`config.mk`:
```
export PLATFORM = sky130hd
export DESIGN_NAME = rwgrf_scan
export DESIGN_NICKNAME = d
export VERILOG_FILES = /design/src/hw/rtl/rwgrf_pkg.sv /design/src/hw/rtl/rwgrf_scan.sv
export SDC_FILE = /design/constraint.sdc
export NUM_CORES = 1
export LEC_CHECK = 0
export BUFFER_PORTS_ARGS = -buffer_cell sky130_fd_sc_hd__buf_2
export CORE_ASPECT_RATIO = 2
export CORE_MARGIN = 2
export CORE_UTILIZATION = 50
export DETAILED_ROUTE_END_ITERATION = 10
export PLACE_DENSITY = 0.82
export REMOVE_ABC_BUFFERS = 1
export SETUP_SLACK_MARGIN = 0.4
export SLEW_MARGIN = 20
export SYNTH_ARGS = -nofsm -noshare
export SYNTH_HDL_FRONTEND = slang
export SYNTH_SLANG_ARGS = --single-unit
export TNS_END_PERCENT = 1
```
`constraint.sdc`:
```
create_clock -name clk -period 15 [get_ports clk]
set_clock_uncertainty 0.05 [all_clocks]
set_input_delay 3 -clock clk [delete_from_list [all_inputs] [get_ports clk]]
set_output_delay 3 -clock clk [all_outputs]
set_load 0.02 [all_outputs]
```
`src/hw/rtl/rwgrf_pkg.sv`:
```
// Shared constants, types and helper functions of the gray-range filter.
package rwgrf_pkg;

  localparam int MAX_WIDTH  = 2048;
  localparam int MAX_HEIGHT = 4096;
  localparam int MAX_MASK   = 31;
  localparam int RESULT_CAP = 16;

  localparam int PIX_W  = 8;
  localparam int FW_W   = 12;
  localparam int FH_W   = 13;
  localparam int MK_W   = 5;
  localparam int COL_W  = $clog2(MAX_WIDTH);
  localparam int ROW_W  = $clog2(MAX_HEIGHT);
  localparam int RING_W = $clog2(MAX_MASK + 1);
  localparam int ADDR_W = RING_W + COL_W;
  localparam int DEPTH  = (MAX_MASK + 1) * MAX_WIDTH;
  localparam int HALF_W = $clog2((MAX_MASK + 1) / 2);
  localparam int CRD_W  = FH_W + 2;
  localparam int CNT_W  = $clog2(RESULT_CAP + 1);
  localparam int CFG_IDX_W = 2;

  typedef enum logic [CFG_IDX_W-1:0] {
    CFG_FRAME_WIDTH  = 2'd0,
    CFG_FRAME_HEIGHT = 2'd1,
    CFG_MASK_WIDTH   = 2'd2,
    CFG_MASK_HEIGHT  = 2'd3
  } cfg_idx_t;

  typedef enum logic {
    CMD_PIXEL = 1'b0,
    CMD_FLUSH = 1'b1
  } cmd_t;

  typedef enum logic [1:0] {
    CTL_IDLE,
    CTL_CHECK,
    CTL_BUSY
  } ctl_state_t;

  typedef enum logic [1:0] {
    ENG_IDLE,
    ENG_SCAN,
    ENG_TAIL,
    ENG_DONE
  } eng_state_t;

  // Frame and window geometry after saturation and clamping.
  typedef struct packed {
    logic [FW_W-1:0]   w;
    logic [FH_W-1:0]   h;
    logic [COL_W-1:0]  wm1;
    logic [ROW_W-1:0]  hm1;
    logic [HALF_W-1:0] hw;
    logic [HALF_W-1:0] hh;
  } geom_t;

  // Reflect-101 mirroring of one coordinate into 0..n-1.
  function automatic logic [CRD_W-1:0] mirror(input logic signed [CRD_W-1:0] v,
                                               input logic [FH_W-1:0] n);
    logic signed [CRD_W-1:0] t;
    logic signed [CRD_W-1:0] nn;
    t  = v;
    nn = signed'(CRD_W'(n));
    if (t < 0) t = -t;
    if (t >= nn) t = (nn <<< 1) - signed'(CRD_W'(2)) - t;
    if (t < 0) t = '0;
    return t;
  endfunction

  // True when the last pixel of the window around (orow, ocol) has arrived.
  function automatic logic win_ready(input logic [ROW_W-1:0] orow,
                                     input logic [COL_W-1:0] ocol,
                                     input geom_t g,
                                     input logic [ROW_W-1:0] ir,
                                     input logic [COL_W-1:0] ic);
    logic [ROW_W:0] lr;
    logic [COL_W:0] lc;
    lr = {1'b0, orow} + (ROW_W + 1)'(g.hh);
    lc = {1'b0, ocol} + (COL_W + 1)'(g.hw);
    if (lr > {1'b0, g.hm1}) lr = {1'b0, g.hm1};
    if (lc > {1'b0, g.wm1}) lc = {1'b0, g.wm1};
    return (lr[ROW_W-1:0] < ir) || ((lr[ROW_W-1:0] == ir) && (lc[COL_W-1:0] <= ic));
  endfunction

endpackage

```
`src/hw/rtl/rwgrf_scan.sv`:
```
// Window scanner: walks the window one store read per cycle and folds min and max.
module rwgrf_scan (
  input  logic                        clk,
  input  logic                        rst_n,
  input  logic                        start,
  input  rwgrf_pkg::geom_t            geom,
  input  logic [rwgrf_pkg::ROW_W-1:0] orow,
  input  logic [rwgrf_pkg::COL_W-1:0] ocol,
  output logic                        rd_en,
  output logic [rwgrf_pkg::ADDR_W-1:0] rd_addr,
  input  logic [rwgrf_pkg::PIX_W-1:0] rd_data,
  output logic                        done,
  output logic                        busy,
  output logic [rwgrf_pkg::PIX_W-1:0] range_value
);
  import rwgrf_pkg::*;

  eng_state_t               state_r, state_nxt;
  logic signed [HALF_W:0]   dy_r, dy_nxt, dx_r, dx_nxt;
  logic signed [HALF_W:0]   hh_s, hw_s;
  logic                     rd_vld_r;
  logic [PIX_W-1:0]         lo_r, lo_nxt, hi_r, hi_nxt;
  logic [CRD_W-1:0]         y, x;
  logic                     issue_last;

  assign hh_s = signed'({1'b0, geom.hh});
  assign hw_s = signed'({1'b0, geom.hw});

  assign y = mirror(CRD_W'(signed'({1'b0, orow})) + CRD_W'(dy_r), geom.h);
  assign x = mirror(CRD_W'(signed'({1'b0, ocol})) + CRD_W'(dx_r), FH_W'(geom.w));

  assign rd_addr     = {y[RING_W-1:0], x[COL_W-1:0]};
  assign issue_last  = (dy_r == hh_s) && (dx_r == hw_s);
  assign done        = (state_r == ENG_DONE);
  assign busy        = (state_r == ENG_SCAN) || (state_r == ENG_TAIL);
  assign range_value = hi_r - lo_r;

  always_comb begin
    state_nxt = state_r;
    dy_nxt    = dy_r;
    dx_nxt    = dx_r;
    lo_nxt    = lo_r;
    hi_nxt    = hi_r;
    rd_en     = 1'b0;
    if (rd_vld_r) begin
      if (rd_data < lo_r) lo_nxt = rd_data;
      if (rd_data > hi_r) hi_nxt = rd_data;
    end
    unique case (state_r)
      ENG_IDLE, ENG_DONE: begin
        if (start) begin
          state_nxt = ENG_SCAN;
          dy_nxt    = -hh_s;
          dx_nxt    = -hw_s;
          lo_nxt    = '1;
          hi_nxt    = '0;
        end
      end
      ENG_SCAN: begin
        rd_en = 1'b1;
        if (dx_r == hw_s) begin
          dx_nxt = -hw_s;
          dy_nxt = dy_r + 1'b1;
        end else begin
          dx_nxt = dx_r + 1'b1;
        end
        if (issue_last) state_nxt = ENG_TAIL;
      end
      ENG_TAIL: begin
        // The last read lands and is folded this cycle.
        state_nxt = ENG_DONE;
      end
      default: state_nxt = ENG_IDLE;
    endcase
  end

  always_ff @(posedge clk) begin
    if (!rst_n) begin
      state_r  <= ENG_IDLE;
      rd_vld_r <= 1'b0;
    end else begin
      state_r  <= state_nxt;
      rd_vld_r <= rd_en;
    end
    dy_r <= dy_nxt;
    dx_r <= dx_nxt;
    lo_r <= lo_nxt;
    hi_r <= hi_nxt;
  end

endmodule

```
# Yosys cells after proc, flatten, opt, wreduce, memory -nomap -nowiden
# Cells that the tools add are included.
# classes
add_sub_neg	13
magnitude_cmp	8
n_eq_ne	8
muxes	24
n_reduce_logical	8
# ops
cell	count
8-bit 2-to-1 mux	8
15-bit 2-to-1 mux	4
15-bit by 1-bit less-than comparator with 1-bit output (second input constant)	2
5-bit 2-to-1 mux	5
5-bit one-hot mux with 2 select lines	2
15-bit by 13-bit greater-or-equal comparator with 1-bit output	1
15-bit by 14-bit greater-or-equal comparator with 1-bit output	1
13-bit negator with 15-bit output	1
14-bit negator with 15-bit output	1
14-bit by 15-bit subtractor with 15-bit output	1
14-bit by 2-bit subtractor with 15-bit output (second input constant)	1
15-bit subtractor	1
13-bit by 5-bit adder with 14-bit output	1
14-bit by 1-bit less-than comparator with 1-bit output (second input constant)	1
13-bit by 2-bit subtractor with 14-bit output (second input constant)	1
12-bit by 5-bit adder with 13-bit output	1
13-bit by 1-bit less-than comparator with 1-bit output (second input constant)	1
11-bit 2-to-1 mux	1
5-bit by 1-bit adder with 5-bit output (second input constant)	2
5-bit == test	2
4-bit negator with 5-bit output	2
8-bit greater-than comparator	1
8-bit less-than comparator	1
8-bit subtractor	1
other kinds (13)	18
# totals
register_bits	29
in_bits	90
out_inout_bits	27
elab_cells	67

# Logic depth before layout (Yosys ltp)
# logic_depth
ltp_word	7
mapped_depth	20
ltp_nobuf	19

# Worst setup path before layout
# Ideal clock, no wire load.
# synth_timing
path_kind	in2out
from	input ocol[0] (netlist name)
to	output rd_addr[3] (netlist name)
arrival_ps	7435
required_time_ps	11950
setup_slack_ps	4515
stages	19
path_buffers	1
cell_sequence	ha_1 -> fa_1 -> a21o_1 -> a221oi_2 -> o31ai_2 -> a21oi_1 -> xor2_1 -> a21oi_1 -> xnor2_1 -> ha_1 -> or3_1 -> a31oi_1 -> a211oi_1 -> o31ai_1 -> a21oi_1 -> xnor2_1 -> a21o_1 -> buf_6 -> o32ai_2
# synth_via
elab_chain_cells	7
elab_cells_between_ends	9
cone_classes	3 x add/sub; 3 x order compare; 3 x mux
# synth_rtl
element	line	source
from (decl)	rwgrf_scan.sv:8	input logic [rwgrf_pkg::COL_W-1:0] ocol,
12-bit by 5-bit adder with 13-bit output (*)	rwgrf_scan.sv:30	assign x = mirror(CRD_W'(signed'({1'b0, ocol})) + CRD_W'(dx_r), FH_W'(geom.w));
13-bit negator with 15-bit output or 13-bit by 1-bit less-than comparator with 1-bit output (tied branches)	rwgrf_pkg.sv:65	if (t < 0) t = -t;
15-bit 2-to-1 mux (*)	rwgrf_pkg.sv:65	
14-bit by 15-bit subtractor with 15-bit output or 15-bit by 13-bit greater-or-equal comparator with 1-bit output (tied branches)	rwgrf_pkg.sv:66	if (t >= nn) t = (nn <<< 1) - signed'(CRD_W'(2)) - t;
15-bit 2-to-1 mux (*)	rwgrf_pkg.sv:66	
15-bit by 1-bit less-than comparator with 1-bit output	rwgrf_pkg.sv:67	if (t < 0) t = '0;
11-bit 2-to-1 mux (*)	rwgrf_pkg.sv:67	
to (decl)	rwgrf_scan.sv:10	output logic [rwgrf_pkg::ADDR_W-1:0] rd_addr,
# Every way passes the cells marked *; elsewhere a longest branch is shown, timed or not.

# Final worst setup path
# Ends and elaborated chain as after synthesis.

==> summary.txt <==
Run status
  • Outcome: finished clean

Die
  • Core Region: 0.01163 mm^2
  • Initial Util: 0.5113
  • DIE HEIGHT: 158.2 um
  • Top Ports: 117
  • Die area: ~0.013 mm^2
  • Row count: 56
  • Die X: a little over 80 um

Worst setup path
  • Crit path DAT: between 8 and 9 ns
  • Crit Path Max Fanout: 10
  • Cell family with most CP delay: compound AO/OA/AOI/OAI gates
  • R2r startpoint: state_r[0]
  • Critical Path Max Stage Delay: 0.63 ns
  • WS Path Type: input pin to output port
  • R2R depth: 4
  • CP endpoint kind: output port
  • Critical Path RT: 11.95 ns
  • Slowest cell on the critical path: xor2_1
  • Worst path cell trace: buf_2 -> ha_1 -> fa_1 -> a21o_1 -> a221oi_2 -> o31ai_2 -> a21oi_1 -> xor2_1 -> nor2_1 -> xor2_1 -> ha_1 -> nor2b_1 -> o31ai_1 -> a211oi_1 -> o31ai_1 -> a21oi_1 -> xnor2_1 -> a21o_1 -> o32ai_2 -> buf_2
  • Flop-to-flop setup slack: 12.62 ns
  • Buf+Inv Stages, Crit Path: 2
  • Element type at the critical path start: input pin
  • RR Endpoint: dy_r[4]

Final layout
  • Most common cell after layout, fill and taps aside: ha_1
  • Layout cells sized above 1: 0.1400
  • Net count, final: around 1100
  • Area grow syn2layout: 12.52%
  • Commonest cells after routing, fill and taps aside: ha_1 (121), inv_1 (109), buf_2 (93)
  • Ant. Diodes: 0

Synthesis
  • Number of synthesized register bits: 29
  • Asr flop ratio synth: 0
  • Yosys warning count: 0
  • Distinct cells, synth: 63
  • Sequential cell area fraction in the yosys report: 0.1145
  • Main synth FF type: dfxtp_1
  • EDFF count, synth: 10
  • Synthesized area per cell: approximately 7.7 um^2
  • Netlist area before placement: 0.005947 mm^2
  • Cells after Synth: 768

Clock tree
  • Clock Path Buffers: 2
  • CTS tree: done
  • Clock root buffer: clkbuf_16
  • Post-CTS setup buffer count: 0
  • Cts hold-fix bufs: 0
  • H-tree depth: 2
  • Resized cells post-CTS: 0
  • Num CTS Buffers: 5
  • Reg clk slew, reported paths: approximately 0.05 ns
  • Clk sinks: 29
  • Clock Latency Late Sink: 0.28 ns

STA
  • RSZ-0062 raised after global routing: false
  • FMAX: 0.08812 GHz
  • Final setup viols: 0
  • Final min period: 11.35 ns
  • Final hold vios: 0
  • Least-Margin Pin Slew: between 0.8 and 0.9 ns
  • Rel. slew slack: 0.4421
  • Max-slew violations: 0
  • Crit share post-route: 0.7566
  • Setup_tns: 0 ns

Hold path
  • Hold-critical path depth: 2
  • Hold EP: state_r[1]
  • Worst hold path type: flip-flop to flip-flop
  • HP Start: state_r[1]

Place
  • Dpl hpwl: 12.00 mm
  • IO buf count: 93
  • Final Wtd Congestion: 0.8770

Global routing
  • Largest net degree at the start of global routing: 21
  • GRT overflow: 0
  • First-pass GRT wire length: 23.26 mm
  • Vias in the first global route: approximately 5600
  • Initial antenna violation count: 0
  • GRT Overall Usage: 0.2225

Routing
  • Initial DRC count: approximately 190
  • Via Count: 5646
  • Router iterations before antenna repair: 5
  • Antenna-violating nets left: 0
  • Wire per inst: 13.93 um
  • Vias per inst: 5.635
  • DRC: 0
  • Routed Wire Length: 13.96 mm

Run
  • Max-Cap Viols: 0
-- cell type report --
class / count / area, um^2
Timing Repair Buffer: 93 / 465.4
Tap cell: 145 / 181.4
Clock buffer: 6 / 150.1
Clock inverter: 2 / 10.01
Inverter: 109 / 409.1
Fill cell: 1122 / 4940
Sequential cell: 29 / 680.7
Multi-Input combinational cell: 618 / 4795
-- routing by layer --
layer  track usage  routed length (um)  vias up
li1              -                   -     2904
met1        0.2233                5324     2603
met2        0.4538                7869      113
met3       0.01083                 389       26
met4       0.08717                 379        0
met5             0                   0        -
-- per-stage QoR --
stage / cells / hold WS [ns] / utilization / setup slack (ns) / instance area (um^2)
after global placement: 994 / 0.4191 / 0.5615 / 3.714 / 6531
final: 1002 / 0.4287 / 0.5753 / 3.651 / 6691
after CTS: 1002 / 0.4332 / 0.5753 / 3.675 / 6691
after floorplan: 756 / 0.3969 / - / 4.520 / 5884
after detailed placement: 994 / 0.4261 / 0.5615 / 3.702 / 6531
after global routing: 1002 / 0.4575 / 0.5753 / 3.193 / 6691
-- cells in the mapped netlist (2+ instances only) --
cell type | count | area (um^2)
nand2_1 | 42 | 157.7
a211oi_1 | 7 | 52.55
inv_1 | 109 | 409.1
nand4_1 | 13 | 81.33
and3_1 | 7 | 43.79
o2111a_1 | 2 | 22.52
a221oi_2 | 3 | 45.04
a211o_1 | 3 | 26.28
a21o_1 | 20 | 150.1
mux2i_1 | 11 | 110.1
a21boi_0 | 2 | 15.01
dfxtp_1 | 19 | 380.4
xor2_1 | 31 | 271.5
nor4_1 | 8 | 50.05
mux2_2 | 4 | 45.04
xnor2_1 | 49 | 429.2
clkbuf_1 | 7 | 26.28
o31ai_1 | 9 | 67.56
a21oi_1 | 45 | 225.2
nor2_1 | 52 | 195.2
ha_1 | 121 | 1514
o2111ai_1 | 3 | 26.28
nor2b_1 | 14 | 87.58
buf_2 | 2 | 10.01
o21bai_1 | 4 | 30.03
o32ai_2 | 3 | 48.80
nand2b_1 | 10 | 62.56
o211a_1 | 3 | 30.03
and2_1 | 4 | 25.02
o211ai_1 | 2 | 15.01
nand3_1 | 34 | 170.2
or2_2 | 3 | 18.77
or3_1 | 4 | 25.02
a31oi_1 | 10 | 62.56
edfxtp_1 | 10 | 300.3
o21a_1 | 11 | 82.58
o22ai_1 | 9 | 56.30
o31a_1 | 2 | 17.52
nor3_1 | 14 | 70.07
o21ai_0 | 34 | 170.2
buf_6 | 2 | 22.52
fa_1 | 5 | 100.1
-- worst min-delay path: stages (launching register included) --
cell	delay (ns)
dfxtp_1	0.32
nand2_1	0.06
a21oi_1	0.05
-- state kept, by name, summed over array words and instances (netlist names) --
register,cells
hi_r,8
lo_r,8
dx_r,5
dy_r,5
state_r,2
rd_vld_r,1
-- kinds of logic (layout without fill, tap and decap cells) --
kind of cell    after synthesis  after routing  share of synthesized area
simple gates                211            211                     0.1780
compound gates              185            185                     0.2123
fa+ha+maj                   126            126                     0.2714
buf+inv                     121            210                    0.07932
xor+xnor                     80             80                     0.1178
flops                        29             29                     0.1145
mux                          15             15                    0.02609
other cells                   1              1                  0.0006306
-- worst max-delay path by stage --
| stage | from | to | slack [ns] | cells past startpoint |
|---|---|---|---|---|
| after floorplan | ocol[0] | rd_addr[3] | 4.52 | 18 |
| after global placement | ocol[0] | rd_addr[3] | 3.71 | 20 |
| after detailed placement | ocol[0] | rd_addr[3] | 3.70 | 20 |
| after CTS | ocol[0] | rd_addr[3] | 3.67 | 20 |
| after global routing | ocol[0] | rd_addr[3] | 3.19 | 20 |
| final | ocol[0] | rd_addr[3] | 3.65 | 20 |
Power is left out: the tool's default activity adds up to more than one toggle a clock period on the data nets, which glitch-free logic cannot reach.
